==> src/rtl/core/suh_pkg.sv <==
// shared types and constants of the socks5 udp header parser
package suh_pkg;

  localparam int LEN_W = 16;

  // byte roles
  localparam logic [2:0] ROLE_RSV  = 3'd0;
  localparam logic [2:0] ROLE_TYPE = 3'd1;
  localparam logic [2:0] ROLE_LEN  = 3'd2;
  localparam logic [2:0] ROLE_ADDR = 3'd3;
  localparam logic [2:0] ROLE_PORT = 3'd4;
  localparam logic [2:0] ROLE_PAY  = 3'd5;

  // address kinds
  localparam logic [1:0] KIND_NONE = 2'd0;
  localparam logic [1:0] KIND_V4   = 2'd1;
  localparam logic [1:0] KIND_DOM  = 2'd2;
  localparam logic [1:0] KIND_V6   = 2'd3;

  // address type codes on the wire
  localparam logic [7:0] ATYP_V4  = 8'h01;
  localparam logic [7:0] ATYP_DOM = 8'h03;
  localparam logic [7:0] ATYP_V6  = 8'h04;

  // verdicts
  localparam logic [2:0] VERDICT_OK        = 3'd0;
  localparam logic [2:0] VERDICT_SHORT     = 3'd1;
  localparam logic [2:0] VERDICT_RSV_BAD   = 3'd2;
  localparam logic [2:0] VERDICT_TYPE_BAD  = 3'd3;
  localparam logic [2:0] VERDICT_ZERO_NAME = 3'd4;

  // header lengths
  localparam logic [LEN_W-1:0] MIN_LEN      = LEN_W'(4);
  localparam logic [LEN_W-1:0] HDR_V4       = LEN_W'(10);
  localparam logic [LEN_W-1:0] HDR_V6       = LEN_W'(22);
  localparam logic [LEN_W-1:0] HDR_DOM_BASE = LEN_W'(7);

  // queue between front and back
  localparam int FIFO_DEPTH = 2;
  localparam int PTR_W      = $clog2(FIFO_DEPTH);

  typedef struct packed {
    logic [7:0]       data;
    logic [2:0]       role;
    logic [7:0]       offset;
    logic [1:0]       kind;
    logic             eop;
    logic [LEN_W-1:0] len;
    logic             rsv_bad;
    logic             type_bad;
    logic [7:0]       name_len;
  } item_t;

endpackage

==> src/rtl/core/suh_front.sv <==
// front end: tracks byte position and header state, tags each byte
module suh_front #(
  parameter int MAX_DATAGRAM_BYTES = 65535
) (
  input  logic          clk_i,
  input  logic          rst_ni,
  input  logic          valid_i,
  input  logic [7:0]    data_byte_i,
  input  logic          end_of_packet_i,
  output suh_pkg::item_t item_o
);
  import suh_pkg::*;

  localparam int POS_W = $clog2(MAX_DATAGRAM_BYTES + 1);
  localparam int EXT_W = LEN_W + 1;
  localparam logic [POS_W-1:0] POS_MAX  = POS_W'(MAX_DATAGRAM_BYTES);
  localparam logic [POS_W-1:0] POS_LAST = POS_W'(MAX_DATAGRAM_BYTES - 1);

  logic [POS_W-1:0] pos_q, pos_d;
  logic [1:0]       kind_q, kind_d;
  logic [7:0]       name_len_q, name_len_d;
  logic             rsv_bad_q, rsv_bad_d;
  logic             type_bad_q, type_bad_d;

  logic [POS_W-1:0] p;
  logic [POS_W-1:0] addr_end;
  logic [EXT_W-1:0] p_ext;
  logic [EXT_W-1:0] nl_ext;
  logic [2:0]       role;
  logic [7:0]       offset;
  logic [1:0]       kind_upd;
  logic [7:0]       name_len_upd;
  logic             rsv_bad_upd;
  logic             type_bad_upd;

  // position saturates one below the limit for tagging
  assign p      = (pos_q == POS_MAX) ? POS_LAST : pos_q;
  assign p_ext  = EXT_W'(p);
  assign nl_ext = EXT_W'(name_len_q);

  always_comb begin
    role         = ROLE_PAY;
    offset       = 8'd0;
    kind_upd     = kind_q;
    name_len_upd = name_len_q;
    rsv_bad_upd  = rsv_bad_q;
    type_bad_upd = type_bad_q;
    addr_end     = (kind_q == KIND_V4) ? POS_W'(8) : POS_W'(20);
    if (p < POS_W'(3)) begin
      role = ROLE_RSV;
      if (data_byte_i != 8'd0) begin
        rsv_bad_upd = 1'b1;
      end
    end else if (p == POS_W'(3)) begin
      role = ROLE_TYPE;
      case (data_byte_i)
        ATYP_V4:  kind_upd = KIND_V4;
        ATYP_DOM: kind_upd = KIND_DOM;
        ATYP_V6:  kind_upd = KIND_V6;
        default: begin
          kind_upd     = KIND_NONE;
          type_bad_upd = 1'b1;
        end
      endcase
    end else if (kind_q == KIND_V4 || kind_q == KIND_V6) begin
      if (p < addr_end) begin
        role   = ROLE_ADDR;
        offset = 8'(p - POS_W'(4));
      end else if (p < addr_end + POS_W'(2)) begin
        role   = ROLE_PORT;
        offset = 8'(p - addr_end);
      end
    end else if (kind_q == KIND_DOM) begin
      if (p == POS_W'(4)) begin
        role         = ROLE_LEN;
        name_len_upd = data_byte_i;
      end else if (p_ext < nl_ext + EXT_W'(5)) begin
        role   = ROLE_ADDR;
        offset = 8'(p_ext - EXT_W'(5));
      end else if (p_ext < nl_ext + EXT_W'(7)) begin
        role   = ROLE_PORT;
        offset = 8'(p_ext - EXT_W'(5) - nl_ext);
      end
    end
  end

  always_comb begin
    item_o.data     = data_byte_i;
    item_o.role     = role;
    item_o.offset   = offset;
    item_o.kind     = kind_upd;
    item_o.eop      = end_of_packet_i;
    item_o.len      = LEN_W'(p) + LEN_W'(1);
    item_o.rsv_bad  = rsv_bad_upd;
    item_o.type_bad = type_bad_upd;
    item_o.name_len = name_len_upd;
  end

  always_comb begin
    pos_d      = pos_q;
    kind_d     = kind_q;
    name_len_d = name_len_q;
    rsv_bad_d  = rsv_bad_q;
    type_bad_d = type_bad_q;
    if (valid_i) begin
      if (end_of_packet_i) begin
        pos_d      = '0;
        kind_d     = KIND_NONE;
        name_len_d = 8'd0;
        rsv_bad_d  = 1'b0;
        type_bad_d = 1'b0;
      end else begin
        if (pos_q != POS_MAX) begin
          pos_d = pos_q + POS_W'(1);
        end
        kind_d     = kind_upd;
        name_len_d = name_len_upd;
        rsv_bad_d  = rsv_bad_upd;
        type_bad_d = type_bad_upd;
      end
    end
  end

  always_ff @(posedge clk_i or negedge rst_ni) begin
    if (!rst_ni) begin
      pos_q      <= '0;
      kind_q     <= KIND_NONE;
      name_len_q <= 8'd0;
      rsv_bad_q  <= 1'b0;
      type_bad_q <= 1'b0;
    end else begin
      pos_q      <= pos_d;
      kind_q     <= kind_d;
      name_len_q <= name_len_d;
      rsv_bad_q  <= rsv_bad_d;
      type_bad_q <= type_bad_d;
    end
  end

`ifndef SYNTHESIS
  a_eop_clears: assert property (@(posedge clk_i) disable iff (!rst_ni)
    (valid_i && end_of_packet_i) |=> (pos_q == '0 && kind_q == KIND_NONE))
    else $error("state not cleared after final byte");

  a_kind_after_type: assert property (@(posedge clk_i) disable iff (!rst_ni)
    (pos_q <= POS_W'(3)) |-> (kind_q == KIND_NONE && name_len_q == 8'd0))
    else $error("address kind known before type byte");

  a_type_bad_kind: assert property (@(posedge clk_i) disable iff (!rst_ni)
    type_bad_q |-> (kind_q == KIND_NONE))
    else $error("bad type flagged with a known kind");
`endif

endmodule

==> src/rtl/core/suh_fifo.sv <==
// short queue of tagged bytes between front and back
module suh_fifo (
  input  logic           clk_i,
  input  logic           rst_ni,
  input  logic           push_i,
  input  suh_pkg::item_t wdata_i,
  input  logic           pop_i,
  output suh_pkg::item_t rdata_o,
  output logic           full_o,
  output logic           empty_o
);
  import suh_pkg::*;

  item_t            mem_q [FIFO_DEPTH];
  logic [PTR_W-1:0] wr_ptr_q, rd_ptr_q;
  logic [PTR_W:0]   count_q;

  assign full_o  = (count_q == (PTR_W+1)'(FIFO_DEPTH));
  assign empty_o = (count_q == '0);
  assign rdata_o = mem_q[rd_ptr_q];

  always_ff @(posedge clk_i) begin
    if (push_i) begin
      mem_q[wr_ptr_q] <= wdata_i;
    end
  end

  always_ff @(posedge clk_i or negedge rst_ni) begin
    if (!rst_ni) begin
      wr_ptr_q <= '0;
      rd_ptr_q <= '0;
      count_q  <= '0;
    end else begin
      if (push_i) begin
        wr_ptr_q <= (wr_ptr_q == PTR_W'(FIFO_DEPTH - 1)) ? '0 : wr_ptr_q + PTR_W'(1);
      end
      if (pop_i) begin
        rd_ptr_q <= (rd_ptr_q == PTR_W'(FIFO_DEPTH - 1)) ? '0 : rd_ptr_q + PTR_W'(1);
      end
      if (push_i && !pop_i) begin
        count_q <= count_q + (PTR_W+1)'(1);
      end else if (pop_i && !push_i) begin
        count_q <= count_q - (PTR_W+1)'(1);
      end
    end
  end

`ifndef SYNTHESIS
  a_no_overflow: assert property (@(posedge clk_i) disable iff (!rst_ni)
    full_o |-> !push_i)
    else $error("push into full queue");
`endif

endmodule

==> src/rtl/core/suh_back.sv <==
// back end: verdict and payload length, registered result stage
module suh_back (
  input  logic           clk_i,
  input  logic           rst_ni,
  input  suh_pkg::item_t item_i,
  input  logic           item_valid_i,
  output logic           item_take_o,
  input  logic           pop_i,
  output logic           empty_o,
  output logic [7:0]     byte_out_o,
  output logic [2:0]     byte_role_o,
  output logic [7:0]     field_offset_o,
  output logic [1:0]     address_kind_o,
  output logic           packet_done_o,
  output logic [2:0]     verdict_o,
  output logic [15:0]    payload_bytes_o
);
  import suh_pkg::*;

  logic             valid_q;
  logic [7:0]       byte_q;
  logic [2:0]       role_q;
  logic [7:0]       offset_q;
  logic [1:0]       kind_q;
  logic             done_q;
  logic [2:0]       verdict_q, verdict_d;
  logic [15:0]      payload_q, payload_d;
  logic [LEN_W-1:0] hdr;

  assign item_take_o = item_valid_i && (!valid_q || pop_i);

  always_comb begin
    verdict_d = VERDICT_OK;
    hdr       = HDR_DOM_BASE + LEN_W'(item_i.name_len);
    if (item_i.kind == KIND_V4) begin
      hdr = HDR_V4;
    end else if (item_i.kind == KIND_V6) begin
      hdr = HDR_V6;
    end
    if (item_i.eop) begin
      if (item_i.len < MIN_LEN) begin
        verdict_d = VERDICT_SHORT;
      end else if (item_i.rsv_bad) begin
        verdict_d = VERDICT_RSV_BAD;
      end else if (item_i.type_bad || item_i.kind == KIND_NONE) begin
        verdict_d = VERDICT_TYPE_BAD;
      end else if (item_i.kind == KIND_DOM) begin
        if (item_i.len < HDR_DOM_BASE) begin
          verdict_d = VERDICT_SHORT;
        end else if (item_i.name_len == 8'd0) begin
          verdict_d = VERDICT_ZERO_NAME;
        end else if (item_i.len < hdr) begin
          verdict_d = VERDICT_SHORT;
        end
      end else if (item_i.len < hdr) begin
        verdict_d = VERDICT_SHORT;
      end
    end
    payload_d = (item_i.eop && verdict_d == VERDICT_OK) ? 16'(item_i.len - hdr) : 16'd0;
  end

  always_ff @(posedge clk_i) begin
    if (item_take_o) begin
      byte_q    <= item_i.data;
      role_q    <= item_i.role;
      offset_q  <= item_i.offset;
      kind_q    <= item_i.kind;
      done_q    <= item_i.eop;
      verdict_q <= verdict_d;
      payload_q <= payload_d;
    end
  end

  always_ff @(posedge clk_i or negedge rst_ni) begin
    if (!rst_ni) begin
      valid_q <= 1'b0;
    end else if (item_take_o) begin
      valid_q <= 1'b1;
    end else if (pop_i) begin
      valid_q <= 1'b0;
    end
  end

  assign empty_o         = !valid_q;
  assign byte_out_o      = byte_q;
  assign byte_role_o     = role_q;
  assign field_offset_o  = offset_q;
  assign address_kind_o  = kind_q;
  assign packet_done_o   = done_q;
  assign verdict_o       = verdict_q;
  assign payload_bytes_o = payload_q;

`ifndef SYNTHESIS
  a_verdict_only_at_end: assert property (@(posedge clk_i) disable iff (!rst_ni)
    (valid_q && !done_q) |-> (verdict_q == VERDICT_OK && payload_q == 16'd0))
    else $error("verdict or payload on a non-final byte");

  a_payload_only_ok: assert property (@(posedge clk_i) disable iff (!rst_ni)
    (valid_q && verdict_q != VERDICT_OK) |-> (payload_q == 16'd0))
    else $error("payload length with a failing verdict");
`endif

endmodule

==> src/rtl/core/socks5_udp_header_parser.sv <==
// top level of the socks5 udp relay header parser
//
// input channel: one datagram byte per transfer on data_byte_i, with
// end_of_packet_i high on the final byte; a transfer happens at a clock
// edge with push high and full low
// result channel: one tagged byte per input byte, in order; the oldest
// result sits on the output ports while empty is low and is taken at an
// edge with pop high and empty low
// throughput: one byte per cycle sustained while pop stays high; the front
// end tags a byte in the cycle it arrives, the back end works out verdict
// and payload length from the queue head and holds it in the result register
// order: the transfer edge writes the queue, an edge with the result register
// free loads it from the queue, and empty drops right after that load
// reset: all header state clears, queue and result register are empty
// stall: while pop stays low the two-entry queue fills behind the result
// register, then full rises; nothing is lost or repeated
// datagrams longer than MAX_DATAGRAM_BYTES are counted as that length
module socks5_udp_header_parser #(
  parameter int MAX_DATAGRAM_BYTES = 65535
) (
  input  logic        clk_i,
  input  logic        rst_ni,
  input  logic        push,
  output logic        full,
  input  logic [7:0]  data_byte_i,
  input  logic        end_of_packet_i,
  output logic        empty,
  input  logic        pop,
  output logic [7:0]  byte_out_o,
  output logic [2:0]  byte_role_o,
  output logic [7:0]  field_offset_o,
  output logic [1:0]  address_kind_o,
  output logic        packet_done_o,
  output logic [2:0]  verdict_o,
  output logic [15:0] payload_bytes_o
);
  import suh_pkg::*;

  item_t front_item;
  item_t head_item;
  logic  in_xfer;
  logic  fifo_full;
  logic  fifo_empty;
  logic  head_take;

  // an input transfer goes straight into the queue
  assign in_xfer = push && !fifo_full;
  assign full    = fifo_full;

  suh_front #(
    .MAX_DATAGRAM_BYTES(MAX_DATAGRAM_BYTES)
  ) u_front (
    .clk_i          (clk_i),
    .rst_ni         (rst_ni),
    .valid_i        (in_xfer),
    .data_byte_i    (data_byte_i),
    .end_of_packet_i(end_of_packet_i),
    .item_o         (front_item)
  );

  suh_fifo u_fifo (
    .clk_i  (clk_i),
    .rst_ni (rst_ni),
    .push_i (in_xfer),
    .wdata_i(front_item),
    .pop_i  (head_take),
    .rdata_o(head_item),
    .full_o (fifo_full),
    .empty_o(fifo_empty)
  );

  // back end pulls the queue head whenever its result register frees up
  suh_back u_back (
    .clk_i          (clk_i),
    .rst_ni         (rst_ni),
    .item_i         (head_item),
    .item_valid_i   (!fifo_empty),
    .item_take_o    (head_take),
    .pop_i          (pop),
    .empty_o        (empty),
    .byte_out_o     (byte_out_o),
    .byte_role_o    (byte_role_o),
    .field_offset_o (field_offset_o),
    .address_kind_o (address_kind_o),
    .packet_done_o  (packet_done_o),
    .verdict_o      (verdict_o),
    .payload_bytes_o(payload_bytes_o)
  );

endmodule

==> config.mk <==
export PLATFORM = sky130hd
export DESIGN_NAME = socks5_udp_header_parser
export DESIGN_NICKNAME = d
export VERILOG_FILES = /design/src/rtl/core/suh_pkg.sv /design/src/rtl/core/suh_front.sv /design/src/rtl/core/suh_fifo.sv /design/src/rtl/core/suh_back.sv /design/src/rtl/core/socks5_udp_header_parser.sv
export SDC_FILE = /design/constraint.sdc
export NUM_CORES = 1
export LEC_CHECK = 0
export BUFFER_PORTS_ARGS = -buffer_cell sky130_fd_sc_hd__buf_2
export CAP_MARGIN = 20
export CORE_MARGIN = 2
export CORE_UTILIZATION = 25
export CTS_CLUSTER_DIAMETER = 120
export DETAILED_ROUTE_END_ITERATION = 6
export GPL_TIMING_DRIVEN = 0
export PLACE_DENSITY = 0.47
export SYNTH_ARGS = -nofsm -noshare
export SYNTH_HDL_FRONTEND = slang
export SYNTH_SLANG_ARGS = --single-unit
==> constraint.sdc <==
create_clock -name clk_i -period 14.78 [get_ports clk_i]
set_input_delay 0.739 -clock clk_i [delete_from_list [all_inputs] [get_ports clk_i]]
set_output_delay 0.739 -clock clk_i [all_outputs]
set_load 0.005 [all_outputs]
==> flow_metrics.py <==
metrics = {
    "clocking": {
        "cts-root-buf": "clkbuf_16",
        "numCtsBuffers": 17,
        "cts_hold_buffers": 0,
        "ctsLongestPathBuffers": 2,
        "path_clk_slew_ns": 0.07,
        "cts_resized": 0,
        "cts_tree": "done",
        "postCtsSetupRepairBufs": 0,
        "htreeDepth": 4,
        "worst_skew_pair.late_latency_ns": 0.43,
        "clock_sinks": 170,
    },
    "drt": {
        "detail-route-antenna-nets": 0,
        "routed_wl_mm": 22.42,
        "vias": 6210,
        "via_per_inst": 4.586,
        "drc": 0,
        "firstDrtPassIters": 4,
        "wl_per_cell_um": 16.56,
        "dr.first_iter.drc_count": 303,
    },
    "synthesis": {
        "synth-simple-area-share": 0.1285,
        "synth_top_family_by_area": "simple AND/OR/NAND/NOR gates",
        "ys_types": 65,
        "yosys-mux-area-fraction": 0.06133,
        "yosysTopAreaCell": "edfxtp_1",
        "synthAdderAreaFrac": 0.07555,
        "async_reset_ff_frac": 0.1941,
        "syn_area_mm2": 0.009241,
        "synth_edf_count": 137,
        "synth_top_area_share": 0.4452,
        "synth-main-ff-cell": "edfxtp_1",
        "synth_nets": 862,
        "synth_seq_cells": 170,
        "synth_xor_area_frac": 0.06634,
        "synth_compound_area_frac": 0.1045,
        "synth_area_leaders": "edfxtp_1, dfrtp_1, ha_1",
        "avgSynthCellArea_um2": 11.62,
        "yosysSeqAreaShare": 0.5345,
        "synth_cells": 795,
        "ys_warn_count": 0,
    },
    "sta": {
        "fin_crit_sh": 0.3981,
        "finClkSkew_ns": 0.009852,
        "tns_ns": 0,
        "worstMarginPinSlew_ns": 0.9375,
        "setup_ws_ns": 8.896,
        "slew_headroom": 0.3750,
        "fin_crit_ns": 5.884,
        "hold_viol": 0,
        "finalSetupViolCount": 0,
        "drv_slew": 0,
        "max_freq_mhz": 170.0,
        "hold_ws_ns": 0.3985,
        "rsz0062_at_grt": "false",
    },
    "placement": {
        "place_ws_ns": 8.729,
        "numPortBuffers": 55,
        "dp_hpwl_mm": 16.96,
        "gp_congestion": 0.8502,
    },
    "power_and_ir_drop": {
        "internal-power_uw": 1243,
        "swShare": 0.3439,
        "netSwitchingPower_uw": 651.3,
        "p_leak_uw": 0.004096,
        "pwr-share-comb": 0.375,
        "clkPwrFrac": 0.240,
        "vdd_drop_max_uv": 84.05,
        "p_per_area_mw_per_mm2": 175.6,
        "p_seq_frac": 0.384,
    },
    "floorplanning": {
        "fp.dieW_um": 196.3,
        "die_h_um": 196.3,
        "die-area_mm2": 0.03852,
        "initial_core_util": 0.2530,
        "core_region_area_mm2": 0.03652,
        "num_io_pins": 56,
        "fp-row-count": 70,
    },
    "worst_hold_path": {
        "min_path_type": "input pin to asynchronous set/reset pin",
    },
    "global_routing": {
        "grt_pass1_vias": 6235,
        "antenna_found_initial": 0,
        "grt_pass1_wl_mm": 35.71,
        "overflow": 0,
        "grt_max_degree": 42,
        "track_usage": 0.1210,
    },
    "finish": {
        "final_util": 0.2953,
        "area_growth_syn_to_layout_pct": 16.69,
        "antenna_cells": 0,
        "fin_nets": 940,
        "drive_above_1_share": 0.1625,
        "n_fill_cell": 3728,
    },
    "critical_path": {
        "cpMostUsedCell": "buf_2",
        "worstPathArrival_ns": 6.07,
        "timing.critical_path.from_type": "flip-flop",
        "endpoint_kind": "flip-flop",
        "path_class": "flip-flop to flip-flop",
        "slowest_delay_ns": 0.72,
        "cp_slowest_cell": "nor4b_1",
        "crit_chain": "buf_2, buf_2, buf_2, buf_1, mux2i_1, clkbuf_1, and2_1, ha_1, inv_1, fa_1, a211oi_1, o21ai_0, o31a_1, nor4b_1, a311o_1, or4_1, buf_2, buf_6, nor2_1",
        "worst-path-max-fanout": 10,
        "cp.required_ns": 14.96,
    },
    "status": {
        "status": "finished clean",
    },
    "run": {
        "maxCapViolCount": 0,
    },
}
## critical path: cells and delay by family, from the launching register on
kind	cells	cell delay (ns)
AOI/OAI and AO/OA	4	1.10
adders and majority gates	2	0.59
buffers and inverters	8	2.13
DFF	1	0.40
muxes	1	0.30
and+or+nand+nor	4	1.09
## layout by cell type (no fill, tap or decap), drive strengths merged, types with 4 or more instances in the layout
master / count
buf: 69
clkinv: 5
xor2: 25
o21ai: 32
mux2i: 15
dfrtp: 33
xnor2: 45
or3: 6
nor2b: 11
a21o: 6
o32ai: 4
clkinvlp: 5
ha: 51
nand4: 11
o2111ai: 4
nor2: 71
a21oi: 31
nor4: 4
and2: 7
clkbuf: 39
nand3: 11
nor3: 20
or3b: 4
a31oi: 6
nand2: 58
inv: 37
or4: 4
a211oi: 8
a21boi: 4
mux2: 37
a22o: 11
and3: 6
o21a: 6
edfxtp: 137
nand2b: 15
nor3b: 5
a32o: 4
## power groups by stage
stage	clock (µW)	sequential, µW	combinational [µW]
2_1_floorplan	0	741	480
3_3_place_gp	0	748	706
3_5_place_dp	0	740	724
4_1_cts	472	730	729
5_1_grt	487	742	799
6_report	455	728	711
## per-layer routing
layer | wire [µm] | vias to the layer above | GRT usage
li1 | - | 3069 | -
met1 | 10320 | 3062 | 0.1515
met2 | 11420 | 63 | 0.2133
met3 | 426 | 16 | 0.01994
met4 | 265 | 0 | 0.03620
met5 | 0 | - | 0
## Yosys cell counts (all sizes together) (10+ instances only)
cell / n
a21oi: 31
nand4: 11
a22o: 11
nand3: 11
nor2: 71
dfrtp: 33
edfxtp: 137
o21ai: 32
nor3: 20
buf: 10
mux2i: 15
ha: 51
xor2: 25
nand2: 58
xnor2: 45
nor2b: 11
clkbuf: 21
nand2b: 15
inv: 36
mux2: 37
## path summary, 6_finish.rpt
path                                      start                         end  slack [ns]  depth (start not counted)
worst min register to register   u_back.valid_q              u_back.valid_q        0.50                          2
min in group clk_i               u_back.valid_q              u_back.valid_q        0.50                          2
worst max-delay path            u_fifo.rd_ptr_q  u_back.payload_bytes_o[15]        8.90                         19
worst min-delay path                     rst_ni           u_fifo.count_q[1]        0.40                          1
worst max register to register  u_fifo.rd_ptr_q  u_back.payload_bytes_o[15]        8.90                         19
max in group asynchronous                rst_ni       u_front.name_len_q[4]       13.83                          1
## logic make-up (layout without fill, tap and decap cells)
family | count (synthesis) | after routing
AND/OR/NAND/NOR | 241 | 241
AO/OA/AOI/OAI | 141 | 141
buffers and inverters | 67 | 158
XOR/XNOR | 70 | 70
multiplexers | 52 | 52
adder cells (fa/ha/maj) | 54 | 54
flip-flops | 170 | 170
## registers in the layout, summed over array words and instances (netlist names), 2 cells and up
| name | count |
|---|---|
| u_fifo.count_q | 2 |
| u_front.kind_q | 2 |
| u_back.payload_bytes_o | 16 |
| u_back.field_offset_o | 8 |
| u_fifo.mem_q | 96 |
| u_back.verdict_o | 3 |
| u_front.name_len_q | 8 |
| u_back.byte_role_o | 3 |
| u_back.address_kind_o | 2 |
| u_back.byte_out_o | 8 |
| u_front.pos_q | 16 |
## per-stage QoR
step           std cells  cell area (µm²)  power, µW
2_1_floorplan        795             9241       1221
3_3_place_gp        1318            10100       1454
3_5_place_dp        1322            10180       1464
4_1_cts             1354            10780       1931
5_1_grt             1354            10780       2028
6_report            1354            10780       1894
## final cells by class
class | count | area [µm²] | area share
Buffer | 31 | 135.1 | 0.01253
Clock buffer | 18 | 429.2 | 0.03980
Clock inverter | 14 | 172.7 | 0.01601
Inverter | 36 | 135.1 | 0.01253
Multi-Input combinational cell | 558 | 4046 | 0.3752
Sequential cell | 170 | 4940 | 0.4581
Tap cell | 468 | 585.6 | 0.05430
Timing Repair Buffer | 59 | 340.3 | 0.03156
Power figures use the tool's default switching activity.
